==> config.mk <==
export PLATFORM = sky130hd
export DESIGN_NAME = slot_pool_linked_list_core
export DESIGN_NICKNAME = d
export VERILOG_FILES = /design/src/spll_pkg.sv /design/src/slot_pool_linked_list_core.sv
export SDC_FILE = /design/constraint.sdc
export NUM_CORES = 2
export LEC_CHECK = 0
export BUFFER_PORTS_ARGS = -buffer_cell sky130_fd_sc_hd__buf_2
export CORE_MARGIN = 2
export CORE_UTILIZATION = 49
export DETAILED_ROUTE_END_ITERATION = 8
export PLACE_DENSITY = 0.79
export RECOVER_POWER = 25
export SLEW_MARGIN = 40
export SYNTH_ARGS = -nofsm -noshare
export SYNTH_HDL_FRONTEND = slang
export SYNTH_SLANG_ARGS = --single-unit
==> constraint.sdc <==
create_clock -name clk -period 7.8 [get_ports clk]
set_input_delay 0.39 -clock clk [delete_from_list [all_inputs] [get_ports clk]]
set_output_delay 0.39 -clock clk [all_outputs]
set_load 0.02 [all_outputs]
==> src/spll_pkg.sv <==
// Package: types, codes and helpers shared by the slot pool linked list block.
`default_nettype none
package spll_pkg;

  localparam int CAPACITY = 64;
  localparam int ID_W     = 7;
  localparam int IDX_W    = $clog2(CAPACITY);
  localparam int SCAN_W   = 8;

  localparam logic [1:0] FN_ALLOC = 2'd0;
  localparam logic [1:0] FN_FREE  = 2'd1;
  localparam logic [1:0] FN_QUERY = 2'd2;

  localparam logic [1:0] STAT_OK   = 2'd0;
  localparam logic [1:0] STAT_FULL = 2'd1;
  localparam logic [1:0] STAT_BAD  = 2'd2;

  typedef struct packed {
    logic [1:0]      func;
    logic [ID_W-1:0] slot_id;
  } in_item_t;

  typedef struct packed {
    logic [1:0]      status;
    logic [ID_W-1:0] result_id;
    logic [ID_W-1:0] prev_link;
    logic [ID_W-1:0] next_link;
    logic            entry_used;
    logic [ID_W-1:0] live_count;
    logic [ID_W-1:0] head_slot;
    logic [ID_W-1:0] tail_slot;
  } out_item_t;

  typedef enum logic [2:0] {
    S_IDLE,
    S_ALW1,
    S_ALW2,
    S_SCAN,
    S_RD,
    S_LNK,
    S_FIN
  } state_t;

  function automatic logic id_in_range(input logic [ID_W-1:0] id);
    return (id != '0) && (id <= ID_W'(CAPACITY));
  endfunction

  function automatic logic [IDX_W-1:0] idx_of(input logic [ID_W-1:0] id);
    logic [ID_W-1:0] d;
    d = id - ID_W'(1);
    return d[IDX_W-1:0];
  endfunction

endpackage
`default_nettype wire

==> src/slot_pool_linked_list_core.sv <==
// Slot pool allocator: used bits, linked list memories and sequencer.
// Allocate: ALW1 and ALW2, then SCAN until a free slot is found (8 used bits per cycle), then FIN.
// Free and query of an in-range id: result through the RD, LNK and FIN states, set by the link read.
// Allocate into a full pool, bad id or unknown func: straight to FIN, which loads the result.
// Next item taken the cycle after a result loads; a stalled result holds the next in FIN.
// Synchronous active-low reset: pool empty, head, tail and lowest free 1, link valids clear.
`default_nettype none
module slot_pool_linked_list_core (
  input  wire logic               clk,
  input  wire logic               rst_n,
  input  wire logic               in_valid,
  output logic                    in_stall,
  input  wire spll_pkg::in_item_t in_data,
  output logic                    out_valid,
  input  wire logic               out_stall,
  output spll_pkg::out_item_t     out_data
);

  localparam int ID_W  = spll_pkg::ID_W;
  localparam int IDX_W = spll_pkg::IDX_W;
  localparam int CAP   = spll_pkg::CAPACITY;
  localparam int SW    = spll_pkg::SCAN_W;
  localparam int SK_W  = $clog2(spll_pkg::SCAN_W);

  spll_pkg::state_t state_r, state_nxt;

  logic [1:0]      op_r, op_nxt;
  logic [ID_W-1:0] id_r, id_nxt;
  logic [1:0]      stat_r, stat_nxt;
  logic [ID_W-1:0] rid_r, rid_nxt;
  logic [ID_W-1:0] head_r, head_nxt;
  logic [ID_W-1:0] tail_r, tail_nxt;
  logic [ID_W-1:0] cnt_r, cnt_nxt;
  logic [ID_W-1:0] lf_r, lf_nxt;
  logic [CAP-1:0]  used_r, used_nxt;
  logic            out_valid_r, out_valid_nxt;
  spll_pkg::out_item_t out_data_r, out_data_nxt;

  logic [ID_W-1:0] pmem [CAP];
  logic [ID_W-1:0] nmem [CAP];
  logic [CAP-1:0]  pval_r, nval_r;
  logic [ID_W-1:0] prd_r, nrd_r;
  logic            prdv_r, nrdv_r;
  logic [ID_W-1:0] prv_val, nxt_val;

  logic             pwe, nwe;
  logic [IDX_W-1:0] pwa, nwa;
  logic [ID_W-1:0]  pwd, nwd;

  logic               in_fire, out_fire, out_load;
  logic               id_ok, lf_full, scan_found;
  logic [IDX_W-1:0]   id_idx;
  logic [CAP+SW-1:0]  used_ext, used_sh;
  logic [SW-1:0]      win;
  logic [SK_W-1:0]    scan_k;

  assign in_stall  = (state_r != spll_pkg::S_IDLE);
  assign in_fire   = in_valid && !in_stall;
  assign out_fire  = out_valid_r && !out_stall;
  assign out_load  = (state_r == spll_pkg::S_FIN) && (!out_valid_r || !out_stall);
  assign out_valid = out_valid_r;
  assign out_data  = out_data_r;

  assign id_ok   = spll_pkg::id_in_range(id_r);
  assign id_idx  = spll_pkg::idx_of(id_r);
  assign lf_full = !spll_pkg::id_in_range(lf_r);
  assign prv_val = prdv_r ? prd_r : '0;
  assign nxt_val = nrdv_r ? nrd_r : '0;

  assign used_ext = {{SW{1'b0}}, used_r};
  assign used_sh  = used_ext >> (lf_r - ID_W'(1));
  assign win      = used_sh[SW-1:0];

  always_comb begin
    scan_found = 1'b0;
    scan_k     = '0;
    for (int k = SW - 1; k >= 0; k--) begin
      if (!win[k]) begin
        scan_found = 1'b1;
        scan_k     = SK_W'(k);
      end
    end
  end

  always_comb begin
    state_nxt = state_r;
    unique case (state_r)
      spll_pkg::S_IDLE: begin
        if (in_fire) begin
          if (in_data.func == spll_pkg::FN_ALLOC) begin
            state_nxt = lf_full ? spll_pkg::S_FIN : spll_pkg::S_ALW1;
          end else if ((in_data.func == spll_pkg::FN_FREE ||
                        in_data.func == spll_pkg::FN_QUERY) &&
                       spll_pkg::id_in_range(in_data.slot_id)) begin
            state_nxt = spll_pkg::S_RD;
          end else begin
            state_nxt = spll_pkg::S_FIN;
          end
        end
      end
      spll_pkg::S_ALW1: state_nxt = spll_pkg::S_ALW2;
      spll_pkg::S_ALW2: state_nxt = spll_pkg::S_SCAN;
      spll_pkg::S_SCAN: begin
        if (scan_found) state_nxt = spll_pkg::S_FIN;
      end
      spll_pkg::S_RD:   state_nxt = spll_pkg::S_LNK;
      spll_pkg::S_LNK:  state_nxt = spll_pkg::S_FIN;
      spll_pkg::S_FIN: begin
        if (out_load) state_nxt = spll_pkg::S_IDLE;
      end
      default: state_nxt = spll_pkg::S_IDLE;
    endcase
  end

  always_comb begin
    op_nxt       = op_r;
    id_nxt       = id_r;
    stat_nxt     = stat_r;
    rid_nxt      = rid_r;
    head_nxt     = head_r;
    tail_nxt     = tail_r;
    cnt_nxt      = cnt_r;
    lf_nxt       = lf_r;
    used_nxt     = used_r;
    pwe          = 1'b0;
    nwe          = 1'b0;
    pwa          = '0;
    nwa          = '0;
    pwd          = '0;
    nwd          = '0;
    out_data_nxt = out_data_r;
    out_valid_nxt = out_valid_r;
    if (out_fire) out_valid_nxt = 1'b0;
    unique case (state_r)
      spll_pkg::S_IDLE: begin
        if (in_fire) begin
          op_nxt   = in_data.func;
          id_nxt   = in_data.slot_id;
          rid_nxt  = '0;
          stat_nxt = spll_pkg::STAT_BAD;
          if (in_data.func == spll_pkg::FN_ALLOC && lf_full) begin
            stat_nxt = spll_pkg::STAT_FULL;
          end
        end
      end
      spll_pkg::S_ALW1: begin
        pwe      = 1'b1;
        pwa      = spll_pkg::idx_of(lf_r);
        pwd      = tail_r;
        nwe      = 1'b1;
        nwa      = spll_pkg::idx_of(lf_r);
        nwd      = head_r;
        used_nxt[spll_pkg::idx_of(lf_r)] = 1'b1;
        rid_nxt  = lf_r;
        stat_nxt = spll_pkg::STAT_OK;
      end
      spll_pkg::S_ALW2: begin
        pwe      = spll_pkg::id_in_range(head_r);
        pwa      = spll_pkg::idx_of(head_r);
        pwd      = rid_r;
        nwe      = spll_pkg::id_in_range(tail_r);
        nwa      = spll_pkg::idx_of(tail_r);
        nwd      = rid_r;
        tail_nxt = rid_r;
        cnt_nxt  = cnt_r + ID_W'(1);
        lf_nxt   = rid_r + ID_W'(1);
      end
      spll_pkg::S_SCAN: begin
        lf_nxt = scan_found ? lf_r + ID_W'(scan_k) : lf_r + ID_W'(SW);
      end
      spll_pkg::S_RD: begin
      end
      spll_pkg::S_LNK: begin
        if (used_r[id_idx]) begin
          stat_nxt = spll_pkg::STAT_OK;
          if (op_r == spll_pkg::FN_FREE) begin
            used_nxt[id_idx] = 1'b0;
            if (head_r == id_r) head_nxt = nxt_val;
            if (tail_r == id_r) tail_nxt = prv_val;
            if (id_r < lf_r) lf_nxt = id_r;
            nwe = spll_pkg::id_in_range(prv_val);
            nwa = spll_pkg::idx_of(prv_val);
            nwd = nxt_val;
            pwe = spll_pkg::id_in_range(nxt_val);
            pwa = spll_pkg::idx_of(nxt_val);
            pwd = prv_val;
            if (cnt_r != '0) cnt_nxt = cnt_r - ID_W'(1);
            if (cnt_r <= ID_W'(1)) begin
              head_nxt = ID_W'(1);
              tail_nxt = ID_W'(1);
            end
          end
        end
      end
      spll_pkg::S_FIN: begin
        if (out_load) begin
          out_valid_nxt           = 1'b1;
          out_data_nxt.status     = stat_r;
          out_data_nxt.result_id  = rid_r;
          out_data_nxt.prev_link  = '0;
          out_data_nxt.next_link  = '0;
          out_data_nxt.entry_used = 1'b0;
          if (op_r == spll_pkg::FN_QUERY && id_ok) begin
            out_data_nxt.prev_link  = prv_val;
            out_data_nxt.next_link  = nxt_val;
            out_data_nxt.entry_used = used_r[id_idx];
          end
          out_data_nxt.live_count = cnt_r;
          out_data_nxt.head_slot  = head_r;
          out_data_nxt.tail_slot  = tail_r;
        end
      end
      default: begin
      end
    endcase
  end

  always_ff @(posedge clk) begin
    if (!rst_n) begin
      state_r     <= spll_pkg::S_IDLE;
      head_r      <= ID_W'(1);
      tail_r      <= ID_W'(1);
      cnt_r       <= '0;
      lf_r        <= ID_W'(1);
      used_r      <= '0;
      pval_r      <= '0;
      nval_r      <= '0;
      out_valid_r <= 1'b0;
    end else begin
      state_r     <= state_nxt;
      head_r      <= head_nxt;
      tail_r      <= tail_nxt;
      cnt_r       <= cnt_nxt;
      lf_r        <= lf_nxt;
      used_r      <= used_nxt;
      out_valid_r <= out_valid_nxt;
      if (pwe) pval_r[pwa] <= 1'b1;
      if (nwe) nval_r[nwa] <= 1'b1;
    end
  end

  always_ff @(posedge clk) begin
    op_r       <= op_nxt;
    id_r       <= id_nxt;
    stat_r     <= stat_nxt;
    rid_r      <= rid_nxt;
    out_data_r <= out_data_nxt;
  end

  always_ff @(posedge clk) begin
    if (pwe) pmem[pwa] <= pwd;
    if (nwe) nmem[nwa] <= nwd;
    prd_r  <= pmem[id_idx];
    nrd_r  <= nmem[id_idx];
    prdv_r <= pval_r[id_idx];
    nrdv_r <= nval_r[id_idx];
  end

endmodule
`default_nettype wire

==> summary.txt <==
CTS
  • Sink Count: 1199
  • Clk Latency, worst-skew pair: 0.73 ns
  • Post-CTS repair timing setup buffer count: 0
  • Num CTS Buffers: 114
  • Clock buffer depth: 3
  • Root Driver: clkbuf_16
  • TritonCTS clock tree: yes
  • CTS Hold Buffers Added: 10
  • H-tree levels: 3
  • Post-CTS sizing: 0
  • Reg clk slew, reported paths: 0.07 ns

Worst setup path
  • Critical path type: reg -> reg
  • R2R depth: 10
  • Crit path to: pmem[9][6]
  • Worst Setup End Kind: flip-flop
  • Critical Path Fanout Max: 26
  • CP startpoint kind: flip-flop
  • Critical path arrival: 7.07 ns
  • Critical path required time: about 8.1 ns
  • R2R setup slack: 1.06 ns
  • Reg2reg end: pmem[9][6]
  • CP startpoint: id_r[3]
  • Reg-to-reg startpoint: id_r[3]

Yosys
  • Flop and latch count out of synthesis: 1199
  • Yosys Warn Count: 0
  • Syn_nets: 4273
  • Post-synth EDFFs: 959
  • Top_reg_cell synth: edfxtp_1
  • Mapped cell area: 0.0531 mm²
  • Seq/Total Area, Yosys: 63.3%
  • Gate Count Post-Synth: 4231
  • Yosys cell types: 91
  • Fraction of registers with async set/reset: 0%
  • Syn avg cell area: 12.6 µm²

Placement
  • GP Congestion: 1.04
  • Number of port buffers: about 60
  • DP HPWL: 104 mm
  • DP Area: between 0.05 and 0.06 mm²

Detailed routing
  • Drt drc: 0
  • Vias: a little under 40000
  • Pre-antenna DRT Iters: 7
  • WL/cell: 28.3 µm
  • Vias per cell: 6.73
  • Routed met1 length: 59.8 mm
  • Total wire length: 162 mm
  • Met3 routed WL: 21.5 mm
  • Detail Route Antenna Nets: 0
  • Top Layer Used: met5
  • Initial DRC Count: between 6000 and 7000
  • Wire length on met2: 72.0 mm

STA
  • Count of final max-slew check failures: between 200 and 300
  • Final hold violations: 0
  • RSZ-0062 raised after global routing: no
  • Worst clock skew: 0.0356 ns
  • Least-Margin Pin Slew: 2.47 ns
  • Maximum clock rate: 148 MHz
  • Post-layout min period: 6.74 ns
  • Slew HR: -64.8%
  • Setup TNS: 0 ns
  • Fin crit share: 86.4%
  • Final setup fails: 0

Global route
  • Largest net degree at the start of global routing: 158
  • First-pass GRT wire length: 239 mm
  • Global router's overall resource usage: 28.5%
  • Initial antenna violation count: 4
  • Vias in the first global route: 36300
  • GRT overflow: 0

Status
  • Failing checks: max-capacitance violations, max-slew violations
  • Status: finished with violations

Cells and area
  • Ant diodes: 0
  • Share of post-route cells with drive strength above 1: 11.6%
  • Area occupied by multi-input gates: 0.0184 mm²
  • Nets: 4261
  • Register area: 0.0336 mm²
  • Final Cell Area: 0.0587 mm²
  • Fillers: 8458
  • Area delta synth->final: 10.6%

Worst hold path
  • Worst Hold Class: in -> reg

Floorplanning
  • Core area: 0.107 mm²
  • Die area: 0.111 mm²
  • Die Width: around 330 µm
  • Die Ht: 333 µm
  • Initial core utilization: 49.5%
  • Row count: 120
  • I/O Pins: 60

Power and ir drop
  • PwrDens: approximately 350 mW/mm²
  • Leakage: roughly 19 nW
  • VDD IR max: 0.000219 V

Run
  • Max cap viols: 5
[through the flow]
step                instances  utilization (%)  setup WS, ns  total power, mW  hold slack, ns
floorplan                4231                -         0.511             12.5           0.400
global placement         5489             51.3          1.94             15.0           0.413
detailed placement       5493             51.4          1.97             15.1           0.419
CTS                      5715             54.9          1.94             20.5          0.0673
global route             5718             54.7         0.874             21.3          0.0920
finish                   5718             54.7          1.06             20.7          0.0975
[Yosys cell counts, drive strengths merged, types with 21 or more instances]
master	number	area (µm²)
edfxtp	959	28800
nand2	495	1860
o21ai	282	1410
nor2	259	972
a21oi	255	1280
dfxtp	240	4800
mux2i	233	2330
clkbuf	213	800
nand3	141	711
mux4	105	2360
buf	95	415
a31oi	80	500
o22ai	70	438
nor3	62	322
nor4	51	344
a221oi	49	429
inv	45	169
a22oi	44	330
xnor2	44	393
a211oi	37	283
o221a	37	417
mux2	36	405
a22o	31	272
ha	28	350
nand4	25	156
o21a	21	158
[cells in the final DEF, fill, tap and decap left out, drive strengths merged, types with 25 or more instances in the layout]
| cell type | n |
|---|---|
| o22ai | 70 |
| a221oi | 49 |
| ha | 28 |
| clkbuf | 224 |
| xnor2 | 44 |
| a211oi | 37 |
| a31oi | 80 |
| mux4 | 105 |
| mux2i | 233 |
| nand3 | 141 |
| clkinv | 49 |
| o21ai | 282 |
| o221a | 37 |
| a21oi | 255 |
| mux2 | 36 |
| buf | 92 |
| edfxtp | 959 |
| a22oi | 44 |
| nor3 | 62 |
| a22o | 31 |
| nor4 | 51 |
| dfxtp | 240 |
| inv | 48 |
| nand4 | 25 |
| nor2 | 259 |
| nand2 | 495 |
[state kept, by name, indices dropped and copies added, names as in the netlist]
signal     count
pval_r        64
op_r           2
pmem         448
prdv_r         1
used_r        64
out_data      45
prd_r          7
nval_r        64
nrd_r          7
head_r         7
tail_r         7
out_valid      1
stat_r         2
nrdv_r         1
lf_r           7
id_r           7
cnt_r          7
nmem         448
state_r        3
rid_r          7
[report_power, final]
part	switching (mW)	total, mW	internal (mW)
combinational	5.21	7.26	2.05
clock	2.40	5.49	3.08
sequential	0.330	7.98	7.65
[per-layer routing]
| metal | vias up | GRT usage (%) |
|---|---|---|
| met3 | 548 | 7.77 |
| met4 | 6 | 13.8 |
| met2 | 2911 | 42.8 |
| li1 | 16300 | - |
| met5 | - | 0 |
| met1 | 18700 | 38.3 |
[worst min path at each step]
stage / start / to / slack, ns / cells after the start
2_1_floorplan: stat_r[0] / out_data[43] / 0.40 / 0
3_3_place_gp: stat_r[1] / out_data[44] / 0.41 / 0
3_5_place_dp: stat_r[0] / out_data[43] / 0.42 / 0
4_1_cts: rst_n / pval_r[0] / 0.07 / 2
5_1_grt: rst_n / used_r[54] / 0.09 / 2
6_report: rst_n / used_r[11] / 0.1 / 3
[cell families (layout without fill, tap and decap cells)]
group | after synthesis | after routing | synth area share [%]
AND/OR/NAND/NOR | 1127 | 1127 | 9.43
XOR/XNOR | 63 | 63 | 1.07
flip-flops | 1199 | 1199 | 63.3
buffers and inverters | 355 | 439 | 2.62
adder cells (fa/ha/maj) | 29 | 29 | 0.697
multiplexers | 374 | 374 | 9.61
AO/OA/AOI/OAI | 1084 | 1084 | 13.3
[layout make-up]
| class | instances | share of cell area [%] |
|---|---|---|
| Sequential cell | 1199 | 57.2 |
| Multi-Input combinational cell | 2677 | 31.3 |
| Clock buffer | 146 | 5.24 |
| Tap cell | 1403 | 2.99 |
| Timing Repair Buffer | 180 | 1.93 |
| Clock inverter | 66 | 1.03 |
| Inverter | 47 | 0.305 |
[critical path: stages (launching register included)]
cell	delay (ns)
edfxtp_1	0.66
or3_1	0.54
o31ai_1	0.63
nand2_1	0.38
nand3_2	0.47
o311ai_0	0.36
nor3_4	0.23
clkbuf_1	1.00
a21oi_1	0.35
or4_1	1.00
nor2_1	0.70
Note: power is estimated with default switching activity, not from simulation.
